===== config.mk =====
export PLATFORM = sky130hd
export DESIGN_NAME = ihw_fifo
export DESIGN_NICKNAME = d
export VERILOG_FILES = /design/src/sv/ihw_fifo.sv
export SDC_FILE = /design/constraint.sdc
export NUM_CORES = 1
export LEC_CHECK = 0
export BUFFER_PORTS_ARGS = -buffer_cell sky130_fd_sc_hd__buf_2
export CORE_MARGIN = 8
export CORE_UTILIZATION = 49
export DETAILED_ROUTE_END_ITERATION = 8
export PLACE_DENSITY = 0.75
export SLEW_MARGIN = 20
export SYNTH_ARGS = -nofsm -noshare
export SYNTH_HDL_FRONTEND = slang
export SYNTH_SLANG_ARGS = --single-unit

===== constraint.sdc =====
create_clock -name clk -period 1.86 [get_ports clk]
set_input_delay 0.186 -clock clk [delete_from_list [all_inputs] [get_ports clk]]
set_output_delay 0.186 -clock clk [all_outputs]
set_load 0.05 [all_outputs]

===== src/sv/ihw_fifo.sv =====
// Small first-in first-out queue of plain bit vectors.
// Depends on nothing; used for the command queue and the result queue.
module ihw_fifo #(
  parameter int WIDTH = 8,
  parameter int DEPTH = 2
) (
  input  logic             clk,
  input  logic             rst_n,
  input  logic             push,
  input  logic [WIDTH-1:0] din,
  output logic             full,
  input  logic             pop,
  output logic [WIDTH-1:0] dout,
  output logic             empty
);

  localparam int AW = $clog2(DEPTH);

  logic [WIDTH-1:0] mem_r [DEPTH];
  logic [AW-1:0]    wp_r, wp_nxt, rp_r, rp_nxt;
  logic [AW:0]      cnt_r, cnt_nxt;
  logic             do_push, do_pop;

  assign full    = (cnt_r == (AW+1)'(DEPTH));
  assign empty   = (cnt_r == '0);
  assign do_push = push && !full;
  assign do_pop  = pop && !empty;
  assign dout    = mem_r[rp_r];

  always_comb begin
    wp_nxt  = do_push ? AW'(wp_r + AW'(1)) : wp_r;
    rp_nxt  = do_pop ? AW'(rp_r + AW'(1)) : rp_r;
    cnt_nxt = cnt_r;
    if (do_push && !do_pop) begin
      cnt_nxt = cnt_r + (AW+1)'(1);
    end else if (do_pop && !do_push) begin
      cnt_nxt = cnt_r - (AW+1)'(1);
    end
  end

  always_ff @(posedge clk) begin
    if (!rst_n) begin
      wp_r  <= '0;
      rp_r  <= '0;
      cnt_r <= '0;
    end else begin
      wp_r  <= wp_nxt;
      rp_r  <= rp_nxt;
      cnt_r <= cnt_nxt;
    end
  end

  always_ff @(posedge clk) begin
    if (do_push) begin
      mem_r[wp_r] <= din;
    end
  end

endmodule


==> impl_results.md <==
* CP max FO at 8
* Initial antenna violation count at 0
* Worst-Margin Slew at 393 ps
* Crit path cell chain: mux2_2 -> buf_2
* Vias in the first global route at 494
* Area leader, netlist: edfxtp_1
* H-tree depth at 1
* Post-synth cell types at 16
* Clk sinks at 21
* CTS root buf: clkbuf_4
* Number of setup violations in the final report at 0
* Postcts setup bufs at 0
* WL final at 1260 µm
* CTS resizes at 0
* Fin nets at 91
* Flop pwr share at 0.439
* Pre-antenna DRT Iters at 4
* Share of cells above drive strength 1 at 0.455
* Minimum clock period at 1600 ps
* CTS max path bufs at 2
* Final hold viol count at 0
* DRC Markers at 0
* First-pass GRT wire length at 2090 µm
* Status: completed
* Syn_nets at 64
* PortBufs at 21
* Internal power at 882 µW
* Final GP Congestion at 0.677
* Count leader, synth: edfxtp_1
* TNS Setup at 0 ps
* TritonCTS buffer count at 3
* Placed Instances at 89
* CP required at 1670 ps
* Final std cells w/o fill at 93
* Synth Warn # at 0
* DR vias at 471
* Final Cycle Share at 0.862
* RSZ-0062 raised after global routing: no
* Max-slew violations at 0
* Post-DRT Antenna Nets at 0
* Synth Area per Inst at 15.8 µm²
* Critical path arrival at 1420 ps
* CTS tree: built
* Clock power frac at 0.136
* CP startpoint kind: register
* Gate power share at 0.426
* Drt wl/cell at 13.5 µm
* Cell Pwr Density at 1550 nW/µm²
* CP max stage delay at 540 ps
* CP max stage cell: dfxtp_1
* Sw Share at 0.412
* Mapped Area at 803 µm²
* Largest cells by area after synthesis: edfxtp_1 (60%), dfxtp_1 (12%), mux2_2 (11%)
* Leak at 0.000398 µW
* I/O Pins at 22
* Main synth FF type: edfxtp_1
* Die ar. at 3190 µm²
* Maximum vdd drop at 0.768 mV
* GRT Resource Usage Total at 0.0814
* Clk Latency, worst-skew pair at 280 ps
* Cts hold-fix bufs at 0
* Clock Pin Slew Worst Setup and Hold Paths at 110 ps
* Setup clock skew after layout at 2.95 ps
* Post-synth top cells: edfxtp_1 (16), mux2_2 (8), dfxtp_1 (5), nor2_1 (5)
* Worst Setup Path Type: register to output pin
* Sequential-to-total area share from yosys stat at 0.723
* Crit path capture type: output pin
* Sw power at 618 µW
* Cell row count at 14
* Ant diodes at 0
* Max_cap viols at 0
* Number of synthesized flops with an enable pin at 16
* Max Freq at 624 MHz
* Pin count of the biggest net entering global routing at 12
* Remaining Overflow, GRT at 0
* Setup ws final at 256 ps
* Min-delay worst type: input port to register
* Area of the core at 1520 µm²
* Top-area cell type share of the netlist area at 0.598
* Via-to-Cell Ratio at 5.06
* Seq cells post-synth at 21
* P&R area growth vs syn at 20.1%
* Initial core utilization at 0.527
* Die W at 56.5 µm
* Ys async rst share at 0
* Slew headroom at 0.738
* Cells after Synth at 51
* DP HPWL at 974 µm
* Dpl ws at 275 ps
* Drt first-iter violations at 9
* Die span in y at 56.5 µm
==> cells by family (layout without fill, tap and decap cells) <==
logic type	count (synthesis)	count (layout)	synth area share
muxes	8	8	0.112
adders and majority gates	1	1	0.0156
buffers and inverters	4	30	0.0202
and+or+nand+nor	9	9	0.0592
DFF	21	21	0.723
AOI/OAI and AO/OA	5	5	0.0374
xor gates and xnor gates	3	3	0.0327
==> worst max-delay path: cells and delay by family (launching register included) <==
kind	cells	cell delay, ps
multiplexers	1	380
buffers and inverters	1	210
flip-flops	1	540
==> power groups by stage <==
stage	clock [µW]	sequential, µW	combinational, µW
after floorplan	0	638	527
after global placement	0	667	633
after detailed placement	0	670	645
after CTS	208	661	646
after global routing	228	668	684
final	203	658	638
==> layout by cell type (no fill, tap or decap) <==
cell,n
o21a_1,1
a21boi_0,1
o21ai_0,2
nor2_1,5
xor2_1,3
buf_4,2
or3_1,1
edfxtp_1,16
mux2_2,8
ha_1,1
and3_1,1
dfxtp_1,5
inv_1,3
nor3_2,1
buf_2,21
clkbuf_1,1
nand2b_1,1
a21oi_1,1
clkbuf_4,3
==> metal layers <==
metal,vias to the layer above,wire length (µm),track usage
met5,-,0,0
li1,236,-,-
met3,2,108,0.0382
met2,14,620,0.139
met1,219,517,0.0832
met4,0,9,0.0309
==> final timing paths <==
path                              start                     to  slack, ps  cells past startpoint
setup / recovery               register                dout[0]        260                      2
setup reg to reg  cnt_r[0]$_SDFFE_PN0P_  cnt_r[1]$_SDFFE_PN0P_        260                      6
hold reg to reg       rp_r$_SDFFE_PN0P_               register        530                      2
hold / removal                   din[3]  mem_r[1][3]$_DFFE_PP_         80                      1
==> registers in the layout (all words and copies together), names as in the netlist, named ones only <==
name   cells
mem_r     16
cnt_r      2
wp_r       1
rp_r       1
==> area by class of cell <==
| class | count | area [µm²] |
|---|---|---|
| tap | 16 | 20.0 |
| inverter | 3 | 11.3 |
| sequential | 21 | 581 |
| timing repair buffer | 23 | 120 |
| multi-input combinational | 26 | 206 |
| fill | 122 | 559 |
| clock buffer | 4 | 26.3 |
==> per-stage QoR <==
stage | hold WS (ps) | power (µW) | area (µm²) | utilization
5_1_grt | 62.1 | 1580 | 965 | 0.633
3_5_place_dp | 377 | 1310 | 938 | 0.616
2_1_floorplan | 285 | 1170 | 803 | -
6_report | 82.3 | 1500 | 965 | 0.633
3_3_place_gp | 374 | 1300 | 938 | 0.616
4_1_cts | 78.4 | 1510 | 965 | 0.633
No activity file was read; power rests on OpenSTA's default activity.
