<file path="src/sv/ihw_pkg.sv">
// Shared types and constants for the integral histogram window query block.
// This file has no dependencies. ihw_front, ihw_back and the top level import it.
package ihw_pkg;

  // Default sizes, used by the top level's parameters.
  localparam int DEF_MAX_WIDTH  = 64;
  localparam int DEF_MAX_HEIGHT = 64;
  localparam int DEF_MAX_BINS   = 16;

  // Register values right after reset. They are clamped to the maxima.
  localparam int RESET_IMG_WIDTH  = 64;
  localparam int RESET_IMG_HEIGHT = 64;
  localparam int RESET_BINS       = 16;

  // Fixed field widths of the external items.
  localparam int PIX_W      = 8;
  localparam int QCOORD_W   = 6;
  localparam int OBIN_W     = 4;
  localparam int FRAC_W     = 17;
  localparam int FRAC_SHIFT = 16;
  localparam int CFG_IDX_W  = 2;
  localparam int CFG_DATA_W = 7;
  localparam int BINS_CFG_W = 5;

  // Widths inside the command. They cover the full parameter ranges.
  localparam int COORD_W  = 10;
  localparam int BINSEL_W = 6;
  localparam int NBINS_W  = 7;
  localparam int AREA_W   = 21;

  // Configuration register indexes.
  localparam logic [CFG_IDX_W-1:0] REG_IMG_WIDTH   = 2'd0;
  localparam logic [CFG_IDX_W-1:0] REG_IMG_HEIGHT  = 2'd1;
  localparam logic [CFG_IDX_W-1:0] REG_BINS_IN_USE = 2'd2;

  // Request type codes.
  localparam logic REQ_LOAD  = 1'b0;
  localparam logic REQ_QUERY = 1'b1;

  typedef struct packed {
    logic                req_type;
    logic [PIX_W-1:0]    pixel;
    logic [QCOORD_W-1:0] query_top;
    logic [QCOORD_W-1:0] query_left;
    logic [QCOORD_W-1:0] query_bottom;
    logic [QCOORD_W-1:0] query_right;
  } in_item_t;

  typedef struct packed {
    logic [OBIN_W-1:0] bin_index;
    logic [FRAC_W-1:0] fraction;
    logic              bad_window;
    logic              last;
  } out_item_t;

  // Classified command handed from the front end to the back end.
  typedef struct packed {
    logic                is_query;
    logic                bad;
    logic [COORD_W-1:0]  row;
    logic [COORD_W-1:0]  col;
    logic [BINSEL_W-1:0] bin;
    logic [COORD_W-1:0]  top;
    logic [COORD_W-1:0]  left;
    logic [COORD_W-1:0]  bottom;
    logic [COORD_W-1:0]  right;
    logic [AREA_W-1:0]   area;
    logic [NBINS_W-1:0]  nbins;
  } cmd_t;

  typedef enum logic [2:0] {
    BK_IDLE,
    BK_LOAD,
    BK_QUERY,
    BK_DIV,
    BK_EMIT
  } bk_state_t;

endpackage

</file>
<file path="src/sv/ihw_front.sv">
// Front end: configuration registers, load position tracking and classification
// of input items into commands. Depends on ihw_pkg.
module ihw_front #(
  parameter int MAX_WIDTH  = ihw_pkg::DEF_MAX_WIDTH,
  parameter int MAX_HEIGHT = ihw_pkg::DEF_MAX_HEIGHT,
  parameter int MAX_BINS   = ihw_pkg::DEF_MAX_BINS
) (
  input  logic                            clk,
  input  logic                            rst_n,
  input  logic                            cfg_we,
  input  logic [ihw_pkg::CFG_IDX_W-1:0]   cfg_index,
  input  logic [ihw_pkg::CFG_DATA_W-1:0]  cfg_wdata,
  input  logic                            in_push,
  input  ihw_pkg::in_item_t               in_item,
  input  logic                            cmd_full,
  output logic                            cmd_push,
  output ihw_pkg::cmd_t                   cmd
);
  import ihw_pkg::*;

  localparam int WW = $clog2(MAX_WIDTH + 1);
  localparam int HW = $clog2(MAX_HEIGHT + 1);
  localparam int NBW = $clog2(MAX_BINS + 1);
  localparam int RW = $clog2(MAX_HEIGHT);
  localparam int CW = $clog2(MAX_WIDTH);
  localparam int RST_W = (RESET_IMG_WIDTH > MAX_WIDTH) ? MAX_WIDTH : RESET_IMG_WIDTH;
  localparam int RST_H = (RESET_IMG_HEIGHT > MAX_HEIGHT) ? MAX_HEIGHT : RESET_IMG_HEIGHT;
  localparam int RST_B = (RESET_BINS > MAX_BINS) ? MAX_BINS : RESET_BINS;

  logic [WW-1:0]  width_r, width_nxt;
  logic [HW-1:0]  height_r, height_nxt;
  logic [NBW-1:0] bins_r, bins_nxt;
  logic [RW-1:0]  row_r, row_nxt, cur_row;
  logic [CW-1:0]  col_r, col_nxt, cur_col;
  logic           loaded_r, loaded_nxt;

  logic                    accept, is_load;
  logic [COORD_W:0]        col_inc, row_inc;
  logic                    wrap_col, wrap_row;
  logic [PIX_W+NBW-1:0]    bin_prod;
  logic [QCOORD_W:0]       win_h, win_w;
  logic [2*QCOORD_W+1:0]   win_area;
  logic                    bad;

  assign accept   = in_push && !cmd_full;
  assign cmd_push = accept;
  assign is_load  = (in_item.req_type == REQ_LOAD);

  // A completed image is followed by a fresh one starting at the origin.
  assign cur_row  = loaded_r ? '0 : row_r;
  assign cur_col  = loaded_r ? '0 : col_r;
  assign col_inc  = (COORD_W+1)'(cur_col) + (COORD_W+1)'(1);
  assign row_inc  = (COORD_W+1)'(cur_row) + (COORD_W+1)'(1);
  assign wrap_col = (col_inc >= (COORD_W+1)'(width_r));
  assign wrap_row = (row_inc >= (COORD_W+1)'(height_r));
  assign bin_prod = (PIX_W+NBW)'(in_item.pixel) * (PIX_W+NBW)'(bins_r);

  assign win_h    = (QCOORD_W+1)'(in_item.query_bottom) - (QCOORD_W+1)'(in_item.query_top)
                    + (QCOORD_W+1)'(1);
  assign win_w    = (QCOORD_W+1)'(in_item.query_right) - (QCOORD_W+1)'(in_item.query_left)
                    + (QCOORD_W+1)'(1);
  assign win_area = (2*QCOORD_W+2)'(win_h) * (2*QCOORD_W+2)'(win_w);

  assign bad = !loaded_r
            || (in_item.query_top > in_item.query_bottom)
            || (in_item.query_left > in_item.query_right)
            || ((COORD_W+1)'(in_item.query_bottom) >= (COORD_W+1)'(height_r))
            || ((COORD_W+1)'(in_item.query_right) >= (COORD_W+1)'(width_r));

  always_comb begin
    cmd.is_query = !is_load;
    cmd.bad      = bad;
    cmd.row      = COORD_W'(cur_row);
    cmd.col      = COORD_W'(cur_col);
    cmd.bin      = BINSEL_W'(bin_prod >> PIX_W);
    cmd.top      = COORD_W'(in_item.query_top);
    cmd.left     = COORD_W'(in_item.query_left);
    cmd.bottom   = COORD_W'(in_item.query_bottom);
    cmd.right    = COORD_W'(in_item.query_right);
    cmd.area     = AREA_W'(win_area);
    cmd.nbins    = NBINS_W'(bins_r);
  end

  always_comb begin
    width_nxt  = width_r;
    height_nxt = height_r;
    bins_nxt   = bins_r;
    row_nxt    = row_r;
    col_nxt    = col_r;
    loaded_nxt = loaded_r;
    if (cfg_we) begin
      unique case (cfg_index)
        REG_IMG_WIDTH: begin
          width_nxt = (cfg_wdata == '0) ? WW'(1) :
                      ((int'(cfg_wdata) > MAX_WIDTH) ? WW'(MAX_WIDTH) : WW'(cfg_wdata));
        end
        REG_IMG_HEIGHT: begin
          height_nxt = (cfg_wdata == '0) ? HW'(1) :
                       ((int'(cfg_wdata) > MAX_HEIGHT) ? HW'(MAX_HEIGHT) : HW'(cfg_wdata));
        end
        REG_BINS_IN_USE: begin
          bins_nxt = (cfg_wdata[BINS_CFG_W-1:0] == '0) ? NBW'(1) :
                     ((int'(cfg_wdata[BINS_CFG_W-1:0]) > MAX_BINS) ? NBW'(MAX_BINS) :
                      NBW'(cfg_wdata[BINS_CFG_W-1:0]));
        end
        default: ;
      endcase
      // Any write to a real register restarts loading.
      if (cfg_index == REG_IMG_WIDTH || cfg_index == REG_IMG_HEIGHT ||
          cfg_index == REG_BINS_IN_USE) begin
        row_nxt    = '0;
        col_nxt    = '0;
        loaded_nxt = 1'b0;
      end
    end else if (accept && is_load) begin
      loaded_nxt = 1'b0;
      if (!wrap_col) begin
        col_nxt = CW'(col_inc);
        row_nxt = cur_row;
      end else begin
        col_nxt = '0;
        if (!wrap_row) begin
          row_nxt = RW'(row_inc);
        end else begin
          row_nxt    = '0;
          loaded_nxt = 1'b1;
        end
      end
    end
  end

  always_ff @(posedge clk) begin
    if (!rst_n) begin
      width_r  <= WW'(RST_W);
      height_r <= HW'(RST_H);
      bins_r   <= NBW'(RST_B);
      row_r    <= '0;
      col_r    <= '0;
      loaded_r <= 1'b0;
    end else begin
      width_r  <= width_nxt;
      height_r <= height_nxt;
      bins_r   <= bins_nxt;
      row_r    <= row_nxt;
      col_r    <= col_nxt;
      loaded_r <= loaded_nxt;
    end
  end

`ifndef SYNTHESIS
  a_pos_in_image: assert property (@(posedge clk) disable iff (!rst_n)
    ((COORD_W+1)'(col_r) < (COORD_W+1)'(width_r)) &&
    ((COORD_W+1)'(row_r) < (COORD_W+1)'(height_r)))
    else $error("load position outside the configured image");
  a_loaded_at_origin: assert property (@(posedge clk) disable iff (!rst_n)
    loaded_r |-> (row_r == '0 && col_r == '0))
    else $error("image marked loaded with a nonzero load position");
  a_cfg_restarts: assert property (@(posedge clk) disable iff (!rst_n)
    (cfg_we && cfg_index == REG_BINS_IN_USE) |=> !loaded_r)
    else $error("register write did not restart loading");
`endif

endmodule

</file>
<file path="config.mk">
export PLATFORM = sky130hd
export DESIGN_NAME = ihw_front
export DESIGN_NICKNAME = d
export VERILOG_FILES = /design/src/sv/ihw_pkg.sv /design/src/sv/ihw_front.sv
export SDC_FILE = /design/constraint.sdc
export NUM_CORES = 1
export LEC_CHECK = 0
export CORE_ASPECT_RATIO = 1.25
export CORE_MARGIN = 2
export CORE_UTILIZATION = 40
export CTS_CLUSTER_SIZE = 8
export DETAILED_ROUTE_END_ITERATION = 8
export DONT_BUFFER_PORTS = 1
export PLACE_DENSITY = 0.53
export RECOVER_POWER = 50
export SLEW_MARGIN = 10
export SYNTH_ARGS = -nofsm -noshare
export SYNTH_HDL_FRONTEND = slang
export SYNTH_SLANG_ARGS = --single-unit
</file>
<file path="constraint.sdc">
create_clock -name clk -period 11.92 [get_ports clk]
set_input_delay 1.192 -clock clk [delete_from_list [all_inputs] [get_ports clk]]
set_output_delay 1.192 -clock clk [all_outputs]
set_load 0.03 [all_outputs]
</file>
==> results by group, run 1 <==
Layout
  – Area grow syn2layout: 0.00008289%
  – Most common cell after layout, fill and taps aside: ha_1
  – Fraction of layout cells with a size suffix above 1: 2.857%
  – Cell Count, Final, Fillers Out: 882
  – Area of the multi-input gates: 4631 sq um
  – FILL cells: 1573
  – Antenna Cells: 0
  – Design Area, Final: 6032 sq um
  – Commonest cells after routing, fill and taps aside: 111 x ha_1, 100 x inv_1, 54 x nand2_1, 53 x nor2_1, 45 x fa_1
  – Final nets: 902
  – Storage cell area: 640.6 sq um

CTS
  – Clk pin slew, worst setup/hold paths: 0.05 ns
  – CTS Sinks: 32
  – CTS tree: yes
  – Clock Tree Root: clkbuf_16
  – Clk buf depth: 2
  – CTS hold repair buffers: 0
  – Post-cts sizing count: 0
  – H-tree Lvls: 2
  – Postcts setup bufs: 0
  – Worst-Skew Late Latency: 0.27 ns
  – Num CTS Buffers: 5

STA
  – Fin crit period: 8.163 ns
  – Final Hold Viols: 0
  – Relative slew margins: 44.42%
  – Final Cycle Share: 68.49%
  – Final max-slew violation count: 0
  – Skew final: 0.005600 ns
  – Worst Tran Pin Value: 0.8320 ns
  – RSZ-0062 raised after global routing: false
  – Final setup vio count: 0
  – FMAX: 122.5 MHz
  – Setup tns final: 0 ns

GRT
  – Largest net degree at the start of global routing: 32
  – Total gr overflow: 0
  – Global Route Usage Sum: 16.87%
  – Antenna violations before repair: 0
  – Global-route wire length before repair: 21870 microns
  – Vias in the first global route: 4573

Pwr
  – Peak supply drop: 0.1955 mV
  – PD cells: 250.0 nW/um^2
  – Leak: 0.003082 uW

Route
  – Antenna viol nets, final: 0
  – First-pass detailed-route iteration total: 5
  – Number of DRC markers in iteration 0: 151
  – Post-Route WL: 13470 microns
  – DR DRC count: 0
  – DR vias: 4511
  – Routed length per placed instance: 15.27 microns
  – DR vias/cell: 5.115

Logic synthesis
  – Post-Syn Area: 6032 sq um
  – Xor/xnor share of the synthesized area: 4.937%
  – Synth Flop Type: dfxtp_1
  – Synth top area cells: ha_1 23%, fa_1 15%, dfxtp_1 11%, buf_4 7.7%, inv_1 6.2%
  – Post-Synth Simple-Gate Area: 19.04%
  – Adder-Cell Fraction of Synth Area: 37.96%
  – Register area share after synthesis: 10.62%
  – Largest family of logic cells by synthesized area: adder cells
  – Synth area leader: ha_1
  – Yosys warnings: 0
  – Post-synth EDFFs: 0
  – Synth Register Bits: 32
  – Cell count after synthesis: 728
  – Asr flop ratio synth: 0%
  – Yosys cell types: 54
  – Fraction of the mapped netlist area in compound gates: 11.55%
  – Syn Area/Cell: 8.286 sq um
  – Post-synthesis mux area share: 1.162%
  – Yosys top cell area share: 23.02%

Setup path
  – Startpoint types: primary input
  – CP Capture Type: output pin
  – WP data arrival: 6.97 ns
  – Crit-path max FO: 5
  – CP Class: in2out
  – Worst Path Required: 10.73 ns

Placement
  – Post-DP HPWL: 11880 microns
  – Placement Cell Area: 5889 sq um
  – # port buffers: 0
  – Total placed cells including tap cells: 874
  – Final Wtd Congestion: 0.9763

Floorplan
  – Die X: 113.8 microns
  – Row cnt: 50
  – Initial Utilization: 40.51%
  – Die Area: 16080 sq um
  – Die H: 141.3 microns
  – Core area: 14890 sq um
  – I/O pin count: 144

Worst hold path
  – Hold crit path type: reg2reg

Outcome
  – Status: complete, no violations

Run
  – Max-cap violations: 0
==> area by class of cell <==
type                    count  share of cell area [%]
multi-input cells         558                   76.77
flip-flops and latches     32                   10.62
inverters                 100                   6.223
well taps                 182                   3.775
clock buffers               8                   2.427
repair buffers              2                  0.1867
==> worst paths after layout <==
| check | start | to | slack (ns) | depth (start not counted) |
|---|---|---|---|---|
| setup / recovery | in_item[1] | cmd[17] | 3.76 | 21 |
| hold / removal | row_r[0]$_SDFFE_PN0P_ | row_r[0]$_SDFFE_PN0P_ | 0.49 | 2 |
| setup reg to reg | loaded_r$_SDFFE_PN0P_ | row_r[2]$_SDFFE_PN0P_ | 7.95 | 11 |
| hold reg to reg | row_r[0]$_SDFFE_PN0P_ | row_r[0]$_SDFFE_PN0P_ | 0.49 | 2 |
==> report_power, final <==
group	total, uW	switching (uW)	internal, uW
sequential	111	2.54	109
clock	127	44.3	83.2
combinational	1270	864	405
==> cell families (layout without fill, tap and decap cells) <==
group	after synthesis	in the layout
mux	7	7
fa+ha+maj	156	156
other cells	1	34
flops	32	32
simple gates	225	225
buf+inv	171	110
compound gates	102	102
xor+xnor	34	34
==> stage by stage <==
step / hold WS [ns] / setup slack, ns / utilization (%) / power, uW
after floorplan: 0.4387 / 4.160 / - / 1223
after global placement: 0.4614 / 3.891 / 39.55 / 1378
after detailed placement: 0.4776 / 3.753 / 39.55 / 1392
after CTS: 0.4873 / 3.741 / 40.54 / 1534
after global routing: 0.5232 / 3.338 / 40.51 / 1657
final: 0.4856 / 3.757 / 40.51 / 1508
==> cell usage after synthesis (all sizes together) (3+ instances only) <==
library cell / n
ha: 111
inv: 100
buf: 62
nand2: 54
nor2: 53
fa: 45
nor2b: 43
a21oi: 34
dfxtp: 32
and2: 23
xnor2: 20
o21ai: 14
xor2: 14
nand3: 13
a21o: 11
clkbuf: 9
nand2b: 8
nor3b: 8
mux2i: 7
nor3: 6
o21bai: 6
o21a: 5
or2: 5
a32oi: 4
nand4: 4
a2111oi: 3
a221oi: 3
a32o: 3
o2111ai: 3
o31ai: 3
==> flip-flops by register name (all words and copies together), names as in the netlist <==
name,cells
width_r,7
col_r,6
row_r,6
bins_r,5
height_r,7
loaded_r,1
==> per-layer routing <==
layer / global-route usage, % / vias to the layer above / routed length, microns
met4: 4.493 / 0 / 278
met3: 3.375 / 18 / 638
met5: 0 / - / 0
met2: 32.71 / 110 / 7480
li1: - / 2230 / -
met1: 18.44 / 2153 / 5073
==> critical path, cell delays in order <==
cell and delay, ns:
inv_1 0.04, ha_1 0.29, inv_1 0.09, ha_1 0.17
inv_1 0.05, fa_1 0.39, inv_1 0.07, a21oi_1 0.06
o21bai_1 0.22, xor2_1 0.32, nand2b_1 0.12, fa_1 0.50
fa_1 0.54, inv_1 0.05, fa_1 0.50, fa_1 0.50
ha_1 0.38, o21a_1 0.21, a2111oi_0 0.57, nor2_1 0.13
xnor2_1 0.58
Power figures use the tool's default switching activity.
==> run 2, diff against run 1 <==
Settings changed: ABC_AREA from default to 1.
Clock period 11.92 ns to 8.2 ns, I/O delays scaled along.
==> run 2 against run 1 <==
  * Die area rose by 3.8%
  * First-iteration DRC count fell by 16%
  * Sequential power rose by 49%
  * Critical endpoint is now cmd[20]
  * Critical path type unchanged
  * Register-to-register slack got worse by 3.0 ns
  * Utilization rose by 0.28 points
  * Worst setup slack got worse by 2.4 ns
  * Clock skew rose by 0.0034 ns
  * Clock-buffer cell count fell by 2
==> results by group, run 2 <==
Logic synthesis
  – Xor/xnor share of the synthesized area: 3.053%
  – Yosys cell types: 43
  – Largest family of logic cells by synthesized area: adder cells
  – Synth Flop Type: dfxtp_1
  – Synth top cells by count: 179 x nand2_1, 161 x inv_1, 111 x ha_1, 90 x nor2_1, 63 x a21oi_1
  – Synth Register Bits: 32
  – Syn Area/Cell: 7.037 sq um
  – Post-synthesis mux area share: 0%
  – Cell count after synthesis: 891
  – Post-Synth Simple-Gate Area: 22.01%
  – Post-Syn Area: 6270 sq um
  – Register area share after synthesis: 10.22%
  – Post-synth EDFFs: 0
  – Synth area leader: ha_1
  – Synth top area cells: ha_1 22%, fa_1 14%, nand2_1 11%, dfxtp_1 10%, inv_1 9.6%
  – Adder-Cell Fraction of Synth Area: 36.52%
  – Yosys top cell area share: 22.15%
  – Yosys warnings: 0
  – Fraction of the mapped netlist area in compound gates: 9.998%
  – Asr flop ratio synth: 0%
  – Most common cell in the netlist: nand2_1

Layout
  – Fraction of layout cells with a size suffix above 1: 3.252%
  – FILL cells: 1683
  – Final nets: 1063
  – Antenna Cells: 0
  – Area of the multi-input gates: 4611 sq um
  – Storage cell area: 640.6 sq um
  – Biggest regs: height_r x7, width_r x7
  – Most common cell after layout, fill and taps aside: nand2_1
  – Area grow syn2layout: 0.4590%
  – Commonest cells after routing, fill and taps aside: 179 x nand2_1, 162 x inv_1, 111 x ha_1, 92 x nor2_1, 63 x a21oi_1

STA
  – FMAX: 145.4 MHz
  – RSZ-0062 raised after global routing: false
  – Hold WS: 0.4820 ns
  – Final setup vio count: 0
  – Final Cycle Share: 83.87%
  – Skew final: 0.009048 ns
  – Final Hold Viols: 0
  – Relative slew margins: 51.84%
  – Fin crit period: 6.877 ns
  – Worst Tran Pin Value: 0.7197 ns
  – Setup tns final: 0 ns
  – Final max-slew violation count: 0

Floorplan
  – Die X: 116.0 microns
  – Die H: 144.0 microns
  – Initial Utilization: 40.60%
  – Core area: 15440 sq um
  – I/O pin count: 144
  – Row cnt: 51
  – Die Area: 16700 sq um

CTS
  – H-tree Lvls: 2
  – CTS hold repair buffers: 0
  – Num CTS Buffers: 5
  – Post-cts sizing count: 0
  – Worst-Skew Late Latency: 0.28 ns
  – Postcts setup bufs: 0
  – Clk pin slew, worst setup/hold paths: 0.06 ns
  – Clk buf depth: 2
  – CTS Sinks: 32
  – CTS tree: yes
  – Clock Tree Root: clkbuf_16

Placement
  – Post-DP HPWL: 12440 microns
  – Final Wtd Congestion: 0.8549
  – # port buffers: 0

Pwr
  – Clock Power Share: 8.3%
  – Seq pwr share: 7.4%
  – Leak: 0.003507 uW
  – Combinational share of power: 84.3%
  – Sw Share: 63.24%
  – Internal: 824.3 uW
  – Sw Pwr: 1418 uW
  – Peak supply drop: 0.3335 mV
  – PD cells: 356.0 nW/um^2

Setup path
  – Startpoint types: primary input
  – WP data arrival: 6.06 ns
  – Crit-path max FO: 6
  – Worst Path Required: 7.38 ns
  – CP Class: in2out
  – CP Capture Type: output pin

GRT
  – Largest net degree at the start of global routing: 20
  – Global routing usage on met2: 34.69%
  – Global-route wire length before repair: 23780 microns
  – Global Route Usage Sum: 17.79%
  – Grt met1 use: 19.85%
  – Total gr overflow: 0
  – Antenna violations before repair: 0
  – Met3 GRT Util: 2.850%
  – Vias in the first global route: 5036
  – Gr busiest metal: met2

Route
  – DR vias: 5078
  – Number of DRC markers in iteration 0: 127
  – Antenna viol nets, final: 0
  – Routed length per placed instance: 13.28 microns
  – DR vias/cell: 4.733
  – Post-Route WL: 14250 microns
  – First-pass detailed-route iteration total: 4
  – DR DRC count: 0

Outcome
  – Status: complete, no violations

Run
  – Max-cap violations: 0

Worst hold path
  – Hold crit path type: reg2reg
==> run 2: cell types whose count changed after synthesis, moves of 11 or more <==
cell,delta
and2_1,-23
nor2_1,+37
o21ai_0,+14
nand3_1,+12
nand2_1,+125
a21o_1,-11
a21oi_1,+31
inv_1,+61
nor2b_1,-42
xnor2_1,-13
==> run 2: final timing paths <==
path	from	to	slack [ns]	depth (start not counted)
max	in_item[1]	cmd[20]	1.32	20
min	col_r[2]$_SDFFE_PN0P_	col_r[2]$_SDFFE_PN0P_	0.48	2
max reg2reg	loaded_r$_SDFFE_PN0P_	col_r[0]$_SDFFE_PN0P_	4.91	12
min reg2reg	col_r[2]$_SDFFE_PN0P_	col_r[2]$_SDFFE_PN0P_	0.48	2
==> run 2: worst max-delay path, stage by stage <==
cell and delay [ns]:
inv_1 0.03, ha_1 0.30, inv_1 0.06, ha_1 0.18
inv_1 0.06, fa_1 0.40, o21ai_1 0.17, xor2_1 0.37
or2_2 0.20, fa_1 0.44, fa_1 0.54, inv_1 0.05
fa_1 0.50, fa_1 0.49, ha_1 0.36, a21oi_1 0.21
o21ai_0 0.14, nand2_1 0.09, o2111ai_1 0.12, xor2_1 0.53
==> run 2: final cells by class <==
class | count | area share, %
Tap cell | 212 | 4.211
Clock buffer | 6 | 2.205
Sequential cell | 32 | 10.17
Clock inverter | 2 | 0.1589
Inverter | 168 | 10.05
Multi-Input combinational cell | 653 | 73.20
==> run 2: per-layer routing <==
| metal | part of all wire, % | up-vias |
|---|---|---|
| met4 | 1.9 | 0 |
| met1 | 41 | 2324 |
| met2 | 53 | 97 |
| li1 | - | 2636 |
| met5 | 0 | - |
| met3 | 4.2 | 21 |
==> run 2: through the flow <==
step	utilization, %	total power, uW	setup slack [ns]	area [sq um]	cells
floorplan	-	1823	1.649	6394	924
global placement	39.86	2075	1.413	6155	1065
detailed placement	39.86	2065	1.301	6155	1065
CTS	40.82	2262	1.308	6304	1073
global route	40.79	2471	0.9973	6299	1073
finish	40.79	2242	1.323	6299	1073
==> run 2: logic make-up (layout without fill, tap and decap cells) <==
kind of cell,Yosys count,count (layout)
compound gates,114,114
xor+xnor,21,21
fa+ha+maj,156,156
buf+inv,239,176
flops,32,32
other cells,1,34
simple gates,328,328
==> run 2: power by group through the flow <==
stage               Sequential (uW)  Clock (uW)  Combinational [uW]
global route                    166         200                2100
global placement                169           0                1910
CTS                             165         191                1910
detailed placement              169           0                1900
finish                          165         187                1890
floorplan                       166           0                1660
==> run 3, diff against run 2 <==
Settings changed: PLACE_DENSITY 0.53 to 0.55.
Clock period 8.2 ns to 6.2 ns, I/O delays scaled along.
==> run 3 against run 2 <==
  * Highest routed layer unchanged
  * Sequential share of layout area shrank 0.38 points
  * Non-clock buffer count grew 21
  * Final cell count grew 1.9%
  * Hold slack lost 0.032 ns
  * Critical endpoint is now cmd[19]
  * Via count grew 3.0%
  * Largest cell class unchanged
  * Combinational power grew 73%
==> results by group, run 3 (synthesis gave the netlist of run 2 again) <==
Route
  – Post-Route WL: 14550 microns
  – Number of DRC markers in iteration 0: 149
  – DR vias: 5229
  – DR DRC count: 0
  – Routed length per placed instance: 13.31 microns
  – DR vias/cell: 4.784
  – First-pass detailed-route iteration total: 5
  – Antenna viol nets, final: 0

STA
  – Skew final: 0.007776 ns
  – FMAX: 167.9 MHz
  – Fin crit period: 5.955 ns
  – Final Cycle Share: 96.05%
  – Worst Tran Pin Value: 0.7201 ns
  – Hold WS: 0.4497 ns
  – Setup tns final: 0 ns
  – Final setup vio count: 0
  – Final max-slew violation count: 0
  – Final Hold Viols: 0
  – Relative slew margins: 51.81%

GRT
  – Largest net degree at the start of global routing: 20
  – Global-route wire length before repair: 23650 microns
  – Vias in the first global route: 5085
  – Global Route Usage Sum: 17.73%
  – Total gr overflow: 0
  – Antenna violations before repair: 0

Pwr
  – PD cells: 568.5 nW/um^2
  – Peak supply drop: 0.3973 mV
  – Leak: 0.003605 uW
  – Final Power: 3718 uW

Setup path
  – Reg2Reg Depth: 12
  – Startpoint types: primary input
  – CP Capture Type: output pin
  – Worst R2R End: col_r[0]$_SDFFE_PN0P_
  – Worst path cell trace: inv_1, ha_1, inv_1, ha_1, inv_1, fa_2, o21ai_1, xor2_1, or2_2, fa_1, fa_1, inv_1, fa_1, fa_1, ha_4, nand2_1, nor2_2, nand3_1, o2111ai_1, xor2_1, buf_4
  – Crit path largest cell delay: 0.55 ns
  – CP Class: in2out
  – R2r setup slk: 2.89 ns
  – WP data arrival: 5.34 ns
  – Origin of the critical flop-to-flop path: loaded_r$_SDFFE_PN0P_
  – Critical Path Slowest Stage Cell: fa_1
  – Worst Path Required: 5.58 ns
  – Crit-path max FO: 4

CTS
  – Postcts setup bufs: 0
  – Worst-Skew Late Latency: 0.28 ns
  – Clk pin slew, worst setup/hold paths: 0.05 ns
  – Num CTS Buffers: 5
  – Clock Tree Root: clkbuf_16
  – CTS Sinks: 32
  – Clk buf depth: 2
  – H-tree Lvls: 2
  – CTS tree: yes

Layout
  – Fraction of layout cells with a size suffix above 1: 7.037%
  – Biggest regs: height_r x7, width_r x7
  – Antenna Cells: 0
  – Final core occ: 42.35%
  – FILL cells: 1692
  – Commonest cells after routing, fill and taps aside: 179 x nand2_1, 162 x inv_1, 106 x ha_1, 89 x nor2_1, 60 x a21oi_1
  – Final nets: 1084
  – Most common cell after layout, fill and taps aside: nand2_1
  – Area grow syn2layout: 4.310%

Floorplan
  – Die Area: 16700 sq um
  – Row cnt: 51
  – Initial Utilization: 40.60%
  – Die X: 116.0 microns
  – Die H: 144.0 microns
  – I/O pin count: 144
  – Core area: 15440 sq um

Placement
  – # port buffers: 0
  – Post-DP HPWL: 12560 microns
  – Final Wtd Congestion: 0.8180

Outcome
  – Status: complete, no violations

Worst hold path
  – Hold Crit Start: rst_n
  – Worst hold endpoint: bins_r[4]$_SDFFE_PN1P_
  – Hold Crit Depth: 1
  – Hold crit path type: in2reg

Run
  – Max-cap violations: 0
-- run 3: cell type report --
| type | count | area [sq um] | area share, % |
|---|---|---|---|
| clock inverters | 1 | 5.005 | 0.07653 |
| well taps | 212 | 265.3 | 4.056 |
| flip-flops and latches | 32 | 640.6 | 9.795 |
| multi-input cells | 653 | 4710 | 72.01 |
| repair buffers | 21 | 157.7 | 2.411 |
| inverters | 168 | 633.1 | 9.681 |
| clock buffers | 6 | 128.9 | 1.971 |
-- run 3: worst max path at each step --
stage,to,start,slack [ns]
2_1_floorplan,cmd[18],in_item[1],0.05
3_3_place_gp,cmd[20],in_item[1],0.06
3_5_place_dp,cmd[20],in_item[1],0.01
4_1_cts,cmd[20],in_item[1],0.01
5_1_grt,cmd[19],in_item[7],-0.02
6_report,cmd[19],in_item[1],0.24
-- run 3: critical path, delay by kind of cell --
family / cells / cell delay (ns)
simple gates: 4 / 0.64
xor+xnor: 2 / 0.26
buf+inv: 5 / 0.37
compound gates: 2 / 0.28
fa+ha+maj: 8 / 3.14
-- run 3: per-layer routing --
| layer | GRT usage (%) | up-vias | share of wire, % |
|---|---|---|---|
| met1 | 19.34 | 2418 | 40 |
| met3 | 3.688 | 24 | 5.5 |
| li1 | - | 2680 | - |
| met2 | 33.83 | 107 | 52 |
| met4 | 5.576 | 0 | 2.7 |
| met5 | 0 | - | 0 |
-- run 3: where the power goes --
part | leakage [uW] | total, uW | switching [uW] | internal (uW)
clock network | 0.0000667 | 230 | 84.6 | 145
registers | 0.000260 | 219 | 6.87 | 212
logic | 0.00328 | 3270 | 1980 | 1290
total | 0.00360 | 3720 | 2070 | 1650
-- run 3: timing repair --
| action | 4_1_cts | 5_1_grt |
|---|---|---|
| resized for setup | 0 | 19 |
| endpoints found under the setup margin | 0 | 7 |
| hold buffers | 0 | 0 |
-- run 3: metrics by stage --
step | worst slack (ns) | cells | instance area, sq um
2_1_floorplan | 0.04866 | 924 | 6394
3_3_place_gp | 0.06070 | 1086 | 6312
3_5_place_dp | 0.01465 | 1086 | 6312
4_1_cts | 0.01388 | 1093 | 6446
5_1_grt | -0.02099 | 1093 | 6540
6_report | 0.2449 | 1093 | 6540
